[src/rtl/set_assoc_lru_cache_model_top_assert.svh]
// ---------------------------------------------------------------------------
// Assertion macros for the LRU cache model
// Short forms of the concurrent checks used by the top level. Each expects
// clk and arst_n in the scope where it is used.
// ---------------------------------------------------------------------------
`ifndef SET_ASSOC_LRU_CACHE_MODEL_TOP_ASSERT_SVH
`define SET_ASSOC_LRU_CACHE_MODEL_TOP_ASSERT_SVH

// Same-cycle implication
`define SALC_ASSERT_SAME(lbl, ante, cons) \
	lbl: assert property (@(posedge clk) disable iff (!arst_n) (ante) |-> (cons)) \
		else $error("salc: same-cycle check failed");

// Next-cycle implication
`define SALC_ASSERT_NEXT(lbl, ante, cons) \
	lbl: assert property (@(posedge clk) disable iff (!arst_n) (ante) |=> (cons)) \
		else $error("salc: next-cycle check failed");

`endif

[src/rtl/salc_row_mem.sv]
// ---------------------------------------------------------------------------
// salc_row_mem
// Simple dual-port memory, one row per set, one write and one registered
// read per cycle.
// ---------------------------------------------------------------------------
module salc_row_mem #(
	parameter  int DEPTH = 64,
	parameter  int ROW_W = 8,
	localparam int AW    = (DEPTH > 1) ? $clog2(DEPTH) : 1
) (
	input  logic             clk,
	input  logic             wr_en,
	input  logic [AW-1:0]    wr_addr,
	input  logic [ROW_W-1:0] wr_data,
	input  logic             rd_en,
	input  logic [AW-1:0]    rd_addr,
	output logic [ROW_W-1:0] rd_data
);

	logic [ROW_W-1:0] mem [DEPTH];

	// Write one row, read one row; read data holds until the next read
	always_ff @(posedge clk) begin
		if (wr_en) begin
			mem[wr_addr] <= wr_data;
		end
		if (rd_en) begin
			rd_data <= mem[rd_addr];
		end
	end

endmodule

[config.mk]
export PLATFORM = sky130hd
export DESIGN_NAME = salc_row_mem
export DESIGN_NICKNAME = d
export VERILOG_FILES = /design/src/rtl/set_assoc_lru_cache_model_top_assert.svh /design/src/rtl/salc_row_mem.sv
export SDC_FILE = /design/constraint.sdc
export NUM_CORES = 1
export LEC_CHECK = 0
export BUFFER_PORTS_ARGS = -buffer_cell sky130_fd_sc_hd__buf_2
export CAP_MARGIN = 5
export CORE_ASPECT_RATIO = 0.9
export CORE_MARGIN = 10
export CORE_UTILIZATION = 45
export DETAILED_ROUTE_END_ITERATION = 10
export SKIP_CTS_REPAIR_TIMING = 1
export SYNTH_ARGS = -nofsm -noshare
export SYNTH_HDL_FRONTEND = slang
export SYNTH_SLANG_ARGS = --single-unit
[constraint.sdc]
create_clock -name clk -period 2.29 [get_ports clk]
set_input_delay 0.229 -clock clk [delete_from_list [all_inputs] [get_ports clk]]
set_output_delay 0.229 -clock clk [all_outputs]
set_load 0.03 [all_outputs]
==> results.txt <==
Htree depth = 2
Area growth from synthesis to layout = 18.2%
Mapped Area = 0.0202 mm^2
HPWL Detailed = 30600 um
Leakage = 7.76 nW
Slew Limit Fails = 0
Util after Layout = 0.540
CP startpoint kind = register
Drt pass-1 iters = 5
Tightest Pin Transition = 0.816 ns
Reg area = 0.0156 mm^2
Largest buffer count on any clock path = 3
Fin. Hold Viols = 0
Vias in the first global route = 10100
Die H = 221 um
Synth Instances = 940
Post-Syn Nets = 963
CORE AREA = 0.0443 mm^2
Post-synth top area cell = edfxtp_1
First-pass GRT wire length = 69000 um
Crit path DAT = 2.55 ns
Mux share of post-synthesis cell area = 0.159
# setup viols final = 0
Class of the worst hold path = input pin to register
Synth area leaders = edfxtp_1 77%, mux4_2 14%, nor2_1 1.5%
CTS tree = done
Worst Path Max Fanout = 1
Initial DRC Count = 1117
Critical Path Sink Type = register
EDFF count, synth = 520
Buffers on Ports = 30
Largest net degree at the start of global routing = 65
Minimum clock period = 2.21 ns
Compound-cell area share of the yosys netlist = 0.0206
Yosys warns = 0
Grt met3 use = 0.0406
Vias per inst = 5.66
Reg clk slew, reported paths = 0.06 ns
Syn avg cell area = 21.5 um^2
Met1 usage in global routing = 0.249
GRT Total Usage = 0.173
Slew Limit Headroom = 0.456
Setup Skew = 0.0246 ns
Synth unique cells = 39
Total overflow reported by the global router = 0
Final GP Congestion = 0.820
Vias = 9981
CTS root buffer = clkbuf_16
Register area share after synthesis = 0.771
Post-Synth XOR/XNOR Area = 0
Boundary Pins = 31
Simple-gate share of the synthesized area = 0.0337
Ys flop type = edfxtp_1
DRT Wirelength = 46600 um
Main combinational cell family by area after synthesis = multiplexers
Critical Path RT = 2.63 ns
Power per standard cell area = 839 mW/mm^2
Share of cells above drive strength 1 = 0.338
Post-synth top cells = 520 x edfxtp_1, 126 x mux4_2, 83 x nor2_1
Final instance area = 0.0239 mm^2
Worst VDD drop = 0.543 mV
Fmax = 453 MHz
Final hold slack = 0.134 ns
Die width = 244 um
Clock tree sinks = 520
Gr busiest metal = met2
Yosys top cell area share = 0.771
Status = finished, final reports clean
Yosys reg bits = 520
Initial antenna violation count = 1
Num CTS Buffers = 50
Most common cell in the netlist = edfxtp_1
Final total power = 0.0201 W
Worst Path Class, Setup = register to register
Post-synth ARST share = 0
Number of remaining DRC errors = 0
DR WL/cell = 26.5 um
Area occupied by multi-input gates = 0.00432 mm^2
Post-Synth Adder-Cell Area = 0
Worst skew pair latency = 0.61 ns
FILL cells = 3367
Core Rows = 73
RSZ-0062 raised after global routing = no
DRT antenna net count = 0
Final net count = 1145
Initial Utilization = 0.457
Placed instance area = 0.0222 mm^2
Max_cap viols = 0
Met2 usage = 0.260
Fin crit share = 0.965
Die area = 0.0539 mm^2
==> final timing paths <==
check	start	end	slack [ns]	cells after the start
worst max-delay path	mem[25][6]	rd_data[6]	0.08	5
worst min-delay path	wr_data[0]	mem[41][0]	0.13	2
worst min register to register	mem[30][4]	rd_data[4]	0.95	3
worst max register to register	mem[25][6]	rd_data[6]	0.08	5
==> cell usage in the layout, fill, tap and decap left out, drive strengths merged, types with 3 or more instances in the layout <==
cell type | netlist | final
buf | 34 | 178
a211oi | 4 | 4
bufinv | 0 | 7
mux2 | 13 | 13
o21ai | 4 | 4
nand3 | 13 | 13
mux4 | 126 | 126
o2111ai | 3 | 3
nor3 | 7 | 7
nor2b | 14 | 14
clkbuf | 17 | 62
a221oi | 6 | 6
nand3b | 3 | 3
o2bb2ai | 3 | 3
a21oi | 3 | 3
clkinv | 0 | 17
a22oi | 3 | 3
mux2i | 23 | 23
clkinvlp | 0 | 3
o22ai | 8 | 8
nor2 | 83 | 83
edfxtp | 520 | 520
nand2 | 19 | 19
nand2b | 7 | 7
o221ai | 8 | 8
==> critical path, cell delays in order, from the launching register on <==
cell and delay (ns):
edfxtp_1 0.37, mux4_2 0.45, mux2_2 0.29, o221a_2 0.28, nor3_1 0.40, o32ai_1 0.17
==> power by group <==
| part | internal [W] | switching, W | leakage (nW) | total, W |
|---|---|---|---|---|
| registers | 0.0106 | 0.0000310 | 4.69 | 0.0106 |
| clock network | 0.00484 | 0.00352 | 0.801 | 0.00835 |
| logic | 0.000480 | 0.000648 | 2.27 | 0.00113 |
| total | 0.0159 | 0.00419 | 7.76 | 0.0201 |
==> kinds of logic after synthesis <==
family,Yosys count
flip-flops,520
multiplexers,162
AND/OR/NAND/NOR,153
AO/OA/AOI/OAI,54
buffers and inverters,51
==> metal layers <==
layer  up-vias  routed length, um  share of wire
li1       4307                  -              -
met1      5239              20200           0.43
met2       368              21400           0.46
met3        67               3910          0.084
met4         0               1130          0.024
met5         -                  0              0
==> state kept, by name, indices dropped and copies added (netlist names) <==
name and count:
rd_data 8, mem 512
==> final cells by class <==
| cell class | instances | share of cell area |
|---|---|---|
| tap | 600 | 0.0314 |
| multi-input combinational | 369 | 0.180 |
| clock buffer | 61 | 0.0540 |
| antenna | 2 | 0.000209 |
| timing repair buffer | 181 | 0.0660 |
| sequential | 520 | 0.653 |
| clock inverter | 29 | 0.0153 |
==> through the flow <==
step           setup WS (ns)  setup TNS, ns  cells
6_report              0.0805              0   1762
4_1_cts                0.114              0   1758
3_3_place_gp         -0.0782         -0.303   1668
5_1_grt               0.0436              0   1760
3_5_place_dp          -0.130         -0.578   1668
2_1_floorplan          0.255              0    940
Note: power is estimated with default switching activity, not from simulation.
