## src/rtl/set_assoc_lru_cache_model_top_assert.svh

```systemverilog
// ---------------------------------------------------------------------------
// Assertion macros for the LRU cache model
// Short forms of the concurrent checks used by the top level. Each expects
// clk and arst_n in the scope where it is used.
// ---------------------------------------------------------------------------
`ifndef SET_ASSOC_LRU_CACHE_MODEL_TOP_ASSERT_SVH
`define SET_ASSOC_LRU_CACHE_MODEL_TOP_ASSERT_SVH

// Same-cycle implication
`define SALC_ASSERT_SAME(lbl, ante, cons) \
	lbl: assert property (@(posedge clk) disable iff (!arst_n) (ante) |-> (cons)) \
		else $error("salc: same-cycle check failed");

// Next-cycle implication
`define SALC_ASSERT_NEXT(lbl, ante, cons) \
	lbl: assert property (@(posedge clk) disable iff (!arst_n) (ante) |=> (cons)) \
		else $error("salc: next-cycle check failed");

`endif

```

## src/rtl/salc_pkg.sv

```systemverilog
// ---------------------------------------------------------------------------
// salc_pkg
// Shared types, codes and helpers of the set-associative LRU cache model.
// ---------------------------------------------------------------------------
package salc_pkg;

	// Default geometry
	localparam int WAYS_DEF         = 8;
	localparam int MAX_SET_BITS_DEF = 6;
	localparam int ADDR_BITS_DEF    = 48;

	// Fixed field widths
	localparam int KIND_W      = 2;
	localparam int OUTCOME_W   = 2;
	localparam int SET_PORT_W  = 6;
	localparam int WAY_PORT_W  = 3;
	localparam int CNT_W       = 32;
	localparam int CFG_INDEX_W = 2;
	localparam int CFG_DATA_W  = 6;

	// Configuration register widths and reset values
	localparam int SET_BITS_CFG_W = 3;
	localparam int OFFSET_CFG_W   = 6;
	localparam int WAYS_CFG_W     = 4;
	localparam logic [SET_BITS_CFG_W-1:0] SET_BITS_RESET = 3'd0;
	localparam logic [OFFSET_CFG_W-1:0]   OFFSET_RESET   = 6'd4;
	localparam logic [WAYS_CFG_W-1:0]     WAYS_RESET     = 4'd8;

	// Clamped set-bit count (at most 7) and total shift (at most 70)
	localparam int SBITS_W = 4;
	localparam int SHIFT_W = 7;

	// Access kinds
	localparam logic [KIND_W-1:0] KIND_MODIFY = 2'd2;

	// Configuration register indexes
	typedef enum logic [CFG_INDEX_W-1:0] {
		CFG_SET_INDEX_BITS = 2'd0,
		CFG_OFFSET_BITS    = 2'd1,
		CFG_WAYS_IN_USE    = 2'd2
	} cfg_index_t;

	// Outcome of one access
	typedef enum logic [OUTCOME_W-1:0] {
		OUT_HIT   = 2'd0,
		OUT_FILL  = 2'd1,
		OUT_EVICT = 2'd2
	} outcome_t;

	// Status of one lookup, handed from the lookup logic to the top level
	typedef struct packed {
		outcome_t               outcome;
		logic [WAY_PORT_W-1:0]  way;
	} lookup_res_t;

	// Saturating increment of a running total
	function automatic logic [CNT_W-1:0] sat_inc(input logic [CNT_W-1:0] v);
		sat_inc = (v == {CNT_W{1'b1}}) ? v : v + 1'b1;
	endfunction

endpackage

```

## src/rtl/salc_lookup.sv

```systemverilog
// ---------------------------------------------------------------------------
// salc_lookup
// Tag match, fill and victim choice on one set row, and the updated row
// with its recency ranks.
// ---------------------------------------------------------------------------
module salc_lookup #(
	parameter  int WAYS      = salc_pkg::WAYS_DEF,
	parameter  int ADDR_BITS = salc_pkg::ADDR_BITS_DEF,
	localparam int WAY_W     = (WAYS > 1) ? $clog2(WAYS) : 1,
	localparam int NW_W      = $clog2(WAYS + 1)
) (
	input  logic [WAYS-1:0]                row_valid,
	input  logic [WAYS-1:0][ADDR_BITS-1:0] row_tag,
	input  logic [WAYS-1:0][WAY_W-1:0]     row_rank,
	input  logic [ADDR_BITS-1:0]           tag,
	input  logic [NW_W-1:0]                nways,
	output logic [WAYS-1:0]                new_valid,
	output logic [WAYS-1:0][ADDR_BITS-1:0] new_tag,
	output logic [WAYS-1:0][WAY_W-1:0]     new_rank,
	output salc_pkg::lookup_res_t          res
);

	logic [WAYS-1:0] in_range;
	logic [WAYS-1:0] match;
	logic [WAYS-1:0] empty;
	logic [WAYS-1:0] victim_hot;
	logic [WAY_W-1:0] hit_way;
	logic [WAY_W-1:0] fill_way;
	logic [WAY_W-1:0] victim_way;

	// Per-way flags and a pairwise compare for the least recent way in range
	always_comb begin
		logic win;
		for (int i = 0; i < WAYS; i++) begin
			in_range[i] = (i < int'(nways));
			match[i]    = in_range[i] && row_valid[i] && (row_tag[i] == tag);
			empty[i]    = in_range[i] && !row_valid[i];
		end
		for (int i = 0; i < WAYS; i++) begin
			win = in_range[i];
			for (int j = 0; j < WAYS; j++) begin
				if (in_range[j] && j < i) begin
					win = win && (row_rank[j] <= row_rank[i]);
				end else if (in_range[j] && j > i) begin
					win = win && (row_rank[j] < row_rank[i]);
				end
			end
			victim_hot[i] = win;
		end
	end

	// Lowest-numbered way of each kind
	always_comb begin
		hit_way    = '0;
		fill_way   = '0;
		victim_way = '0;
		for (int i = WAYS - 1; i >= 0; i--) begin
			if (match[i]) begin
				hit_way = WAY_W'(i);
			end
			if (empty[i]) begin
				fill_way = WAY_W'(i);
			end
			if (victim_hot[i]) begin
				victim_way = WAY_W'(i);
			end
		end
	end

	// Choose the way, age the others and install the line as most recent
	always_comb begin
		logic [WAY_W-1:0] sel;
		logic             was_valid;
		logic [WAY_W-1:0] old_rank;
		salc_pkg::outcome_t oc;
		if (|match) begin
			sel       = hit_way;
			was_valid = 1'b1;
			oc        = salc_pkg::OUT_HIT;
		end else if (|empty) begin
			sel       = fill_way;
			was_valid = 1'b0;
			oc        = salc_pkg::OUT_FILL;
		end else begin
			sel       = victim_way;
			was_valid = 1'b1;
			oc        = salc_pkg::OUT_EVICT;
		end
		old_rank = row_rank[sel];
		for (int i = 0; i < WAYS; i++) begin
			new_rank[i] = row_rank[i];
			if (WAY_W'(i) != sel && row_valid[i] && (!was_valid || row_rank[i] < old_rank)) begin
				new_rank[i] = row_rank[i] + 1'b1;
			end
		end
		new_rank[sel]  = '0;
		new_valid      = row_valid;
		new_valid[sel] = 1'b1;
		new_tag        = row_tag;
		new_tag[sel]   = tag;
		res.outcome    = oc;
		res.way        = salc_pkg::WAY_PORT_W'(sel);
	end

endmodule

```

## config.mk

```make
export PLATFORM = sky130hd
export DESIGN_NAME = salc_lookup
export DESIGN_NICKNAME = d
export VERILOG_FILES = /design/src/rtl/set_assoc_lru_cache_model_top_assert.svh /design/src/rtl/salc_pkg.sv /design/src/rtl/salc_lookup.sv
export SDC_FILE = /design/constraint.sdc
export NUM_CORES = 1
export LEC_CHECK = 0
export ABC_AREA = 1
export BUFFER_PORTS_ARGS = -buffer_cell sky130_fd_sc_hd__buf_2
export CORE_AREA = 2 2 346 348
export DETAILED_ROUTE_END_ITERATION = 7
export DIE_AREA = 0 0 348 350
export PLACE_DENSITY = 0.34
export RECOVER_POWER = 100
export REMOVE_ABC_BUFFERS = 1
export SETUP_SLACK_MARGIN = 0.3
export SLEW_MARGIN = 10
export SYNTH_ARGS = -nofsm -noshare
export SYNTH_HDL_FRONTEND = slang
export SYNTH_SLANG_ARGS = --single-unit
```

## constraint.sdc

```tcl
create_clock -name vclk -period 3.9
set_input_delay 0.39 -clock vclk [all_inputs]
set_output_delay 0.39 -clock vclk [all_outputs]
set_load 0.02 [all_outputs]
```

==> flow_summary.yaml <==
worst_hold_path:
  hold_path_class: "in -> out"
placed_design:
  dpl.hpwl_mm: 182
  port_buffers: 889
  gp_congestion: 1.02
  dp.cells: 7554
timing:
  maxSlewViolCount: 0
  final-hold-violation-count: 0
  final.setup.tns_ns: -76.41
  slew_headroom_pct: 66.6
  period_minus_slack_ns: 4.66
  rsz0062_at_grt: "true"
  period_share_pct: 119
  finalSetupViolCount: 399
  finalWorstSetupSlack_ns: -0.757
  worst_pin_slew_ns: 0.503
  fmax_mhz: 215
setup_path:
  required_ns: 3.51
  crit_path_end_kind: "output pin"
  crit_type: "in -> out"
  slowest_delay_ns: 0.21
  arrival_ns: 4.27
  crit_top_cell: "nand2_1"
  worstPathMaxFanout: 7
  start_kind: "input pin"
  slowest_stage: "ha_4"
synthesis:
  synthCells: 4241
  synth_top_area_share_pct: 36.1
  yosysTopAreaCell: "nand2_1"
  ys_types: 47
  yosysSeqAreaShare_pct: 0
  syn_avg_cell_area_um2: 4.55
  ys_warn_count: 0
  synth.most_common_cell: "nand2_1"
  synth_common_cells: "nand2_1, nor2_1, o21ai_0"
  synthTopCellsByArea: "nand2_1, o21ai_0, nor2_1"
  syn_area_um2: 19300
detailed_routing:
  drt-total-wl_mm: 220
  first_pass_iters: 5
  routedWlPerCell_um: 28.4
  remaining_drc_errors: 0
  dr.first_iter.drc_count: 3383
  vias: 36929
  via_per_inst: 4.76
  postRouteAntennaNets: 0
power:
  finalPower_w: 0.00737
  switching_share_pct: 57.8
  p_comb_share_pct: 100.0
  power_frac_seq_pct: 0
  p_switching_w: 0.00426
  power_density_nw_per_um2: 169
  leakagePower_nw: 23.7
  p_int_w: 0.00311
  peakVddDrop_uv: 117
  clockPowerShare_pct: 0
layout:
  layout-drive-gt1-share_pct: 49.1
  seqCellArea_um2: 0
  nClkBuffers: 0
  stdcell_count: 7757
  area_growth_pct: 126
  final_core_util_pct: 37.0
  fin_nets: 6776
  numSequentialCells: 0
floorplan:
  core_um2: 118000
  die_h_um: 350
  io_pins: 889
  initial_utilization_pct: 16.4
  row_count: 126
  die_x_um: 348
  die-area_um2: 122000
grt:
  grt_pass1_vias: 33117
  grtUsageTotal_pct: 32.5
  grt_pass1_wl_mm: 273
  antenna_found_initial: 30
  grt_overflow: 0
  grt_max_degree: 47
job:
  drv_cap: 0
outcome:
  failed_checks: "negative setup slack"
  status: "finished, violations left"
per-stage QoR:
stage	worst slack, ns	cell area [um2]	hold slack, ns
after global routing	-0.871	43600	1.12
after floorplan	-0.726	18300	0.939
after detailed placement	-1.35	33800	1.13
after global placement	-1.31	33800	1.13
after CTS	-0.661	37300	1.13
final	-0.757	43600	1.11
critical path: cells and delay by family:
family                   cells  cell delay, ns
AND/OR/NAND/NOR             21            2.16
AO/OA/AOI/OAI                4            0.41
buffers and inverters        8            1.07
adder cells (fa/ha/maj)      1            0.21
final timing paths:
path / from / endpoint / slack [ns] / cells after the start
setup / recovery: tag[12] / new_rank[19] / -0.76 / 34
hold / removal: row_tag[118] / new_tag[118] / 1.11 / 4
cells in the final DEF, fill, tap and decap left out, types with 74 or more instances in the layout:
master,netlist,layout
buf_4,50,1029
ha_1,100,77
buf_6,11,320
buf_12,0,131
nand2_1,1857,1535
inv_1,431,399
nor2_1,541,436
nor2_2,6,74
o21ai_0,444,167
o21ai_2,2,140
nand4_1,88,88
o21ai_4,0,89
nand2_4,1,80
nand3_1,191,171
nand2_2,26,257
buf_2,37,564
cell families (layout without fill, tap and decap cells):
| group | after synthesis | in the layout | synth area share [%] |
|---|---|---|---|
| AO/OA/AOI/OAI | 532 | 532 | 14.1 |
| XOR/XNOR | 113 | 113 | 5.13 |
| adder cells (fa/ha/maj) | 100 | 100 | 6.48 |
| buffers and inverters | 661 | 2626 | 14.5 |
| other | 0 | 15 | 0 |
| AND/OR/NAND/NOR | 2835 | 2835 | 59.8 |
timing repair:
action | in CTS | in global routing
buffers inserted | 64 | 66
pin swaps | 156 | 189
gates resized for setup | 656 | 1542
hold buffers | 0 | 0
gates cloned | 16 | 42
setup endpoints to repair | 416 | 416
routing by layer:
metal  part of all wire (%)  vias to the layer above  wire length [um]  track usage (%)
li1                       -                    17292                 -                -
met1                     44                    17635             97100             43.5
met2                     46                     1713            101000             55.5
met3                    7.1                      279             15600             4.00
met4                    3.0                       10              6670             6.86
met5                  0.028                        -                62                0
cell type report:
| cell class | instances | area (um2) |
|---|---|---|
| Fill cell | 13265 | 74100 |
| Multi-Input combinational cell | 3580 | 20800 |
| Timing Repair Buffer | 2146 | 18900 |
| Inverter | 480 | 1950 |
| Tap cell | 1536 | 1920 |
| Antenna cell | 15 | 37.5 |
power by group through the flow:
stage | Combinational (W) | Clock, W | Sequential (W)
final | 0.00737 | 0.000000000361 | 0
after global routing | 0.00770 | 0.000000000293 | 0
after CTS | 0.00607 | 0 | 0
after detailed placement | 0.00548 | 0 | 0
after global placement | 0.00550 | 0 | 0
after floorplan | 0.00225 | 0 | 0
Note: power is estimated with default switching activity, not from simulation.
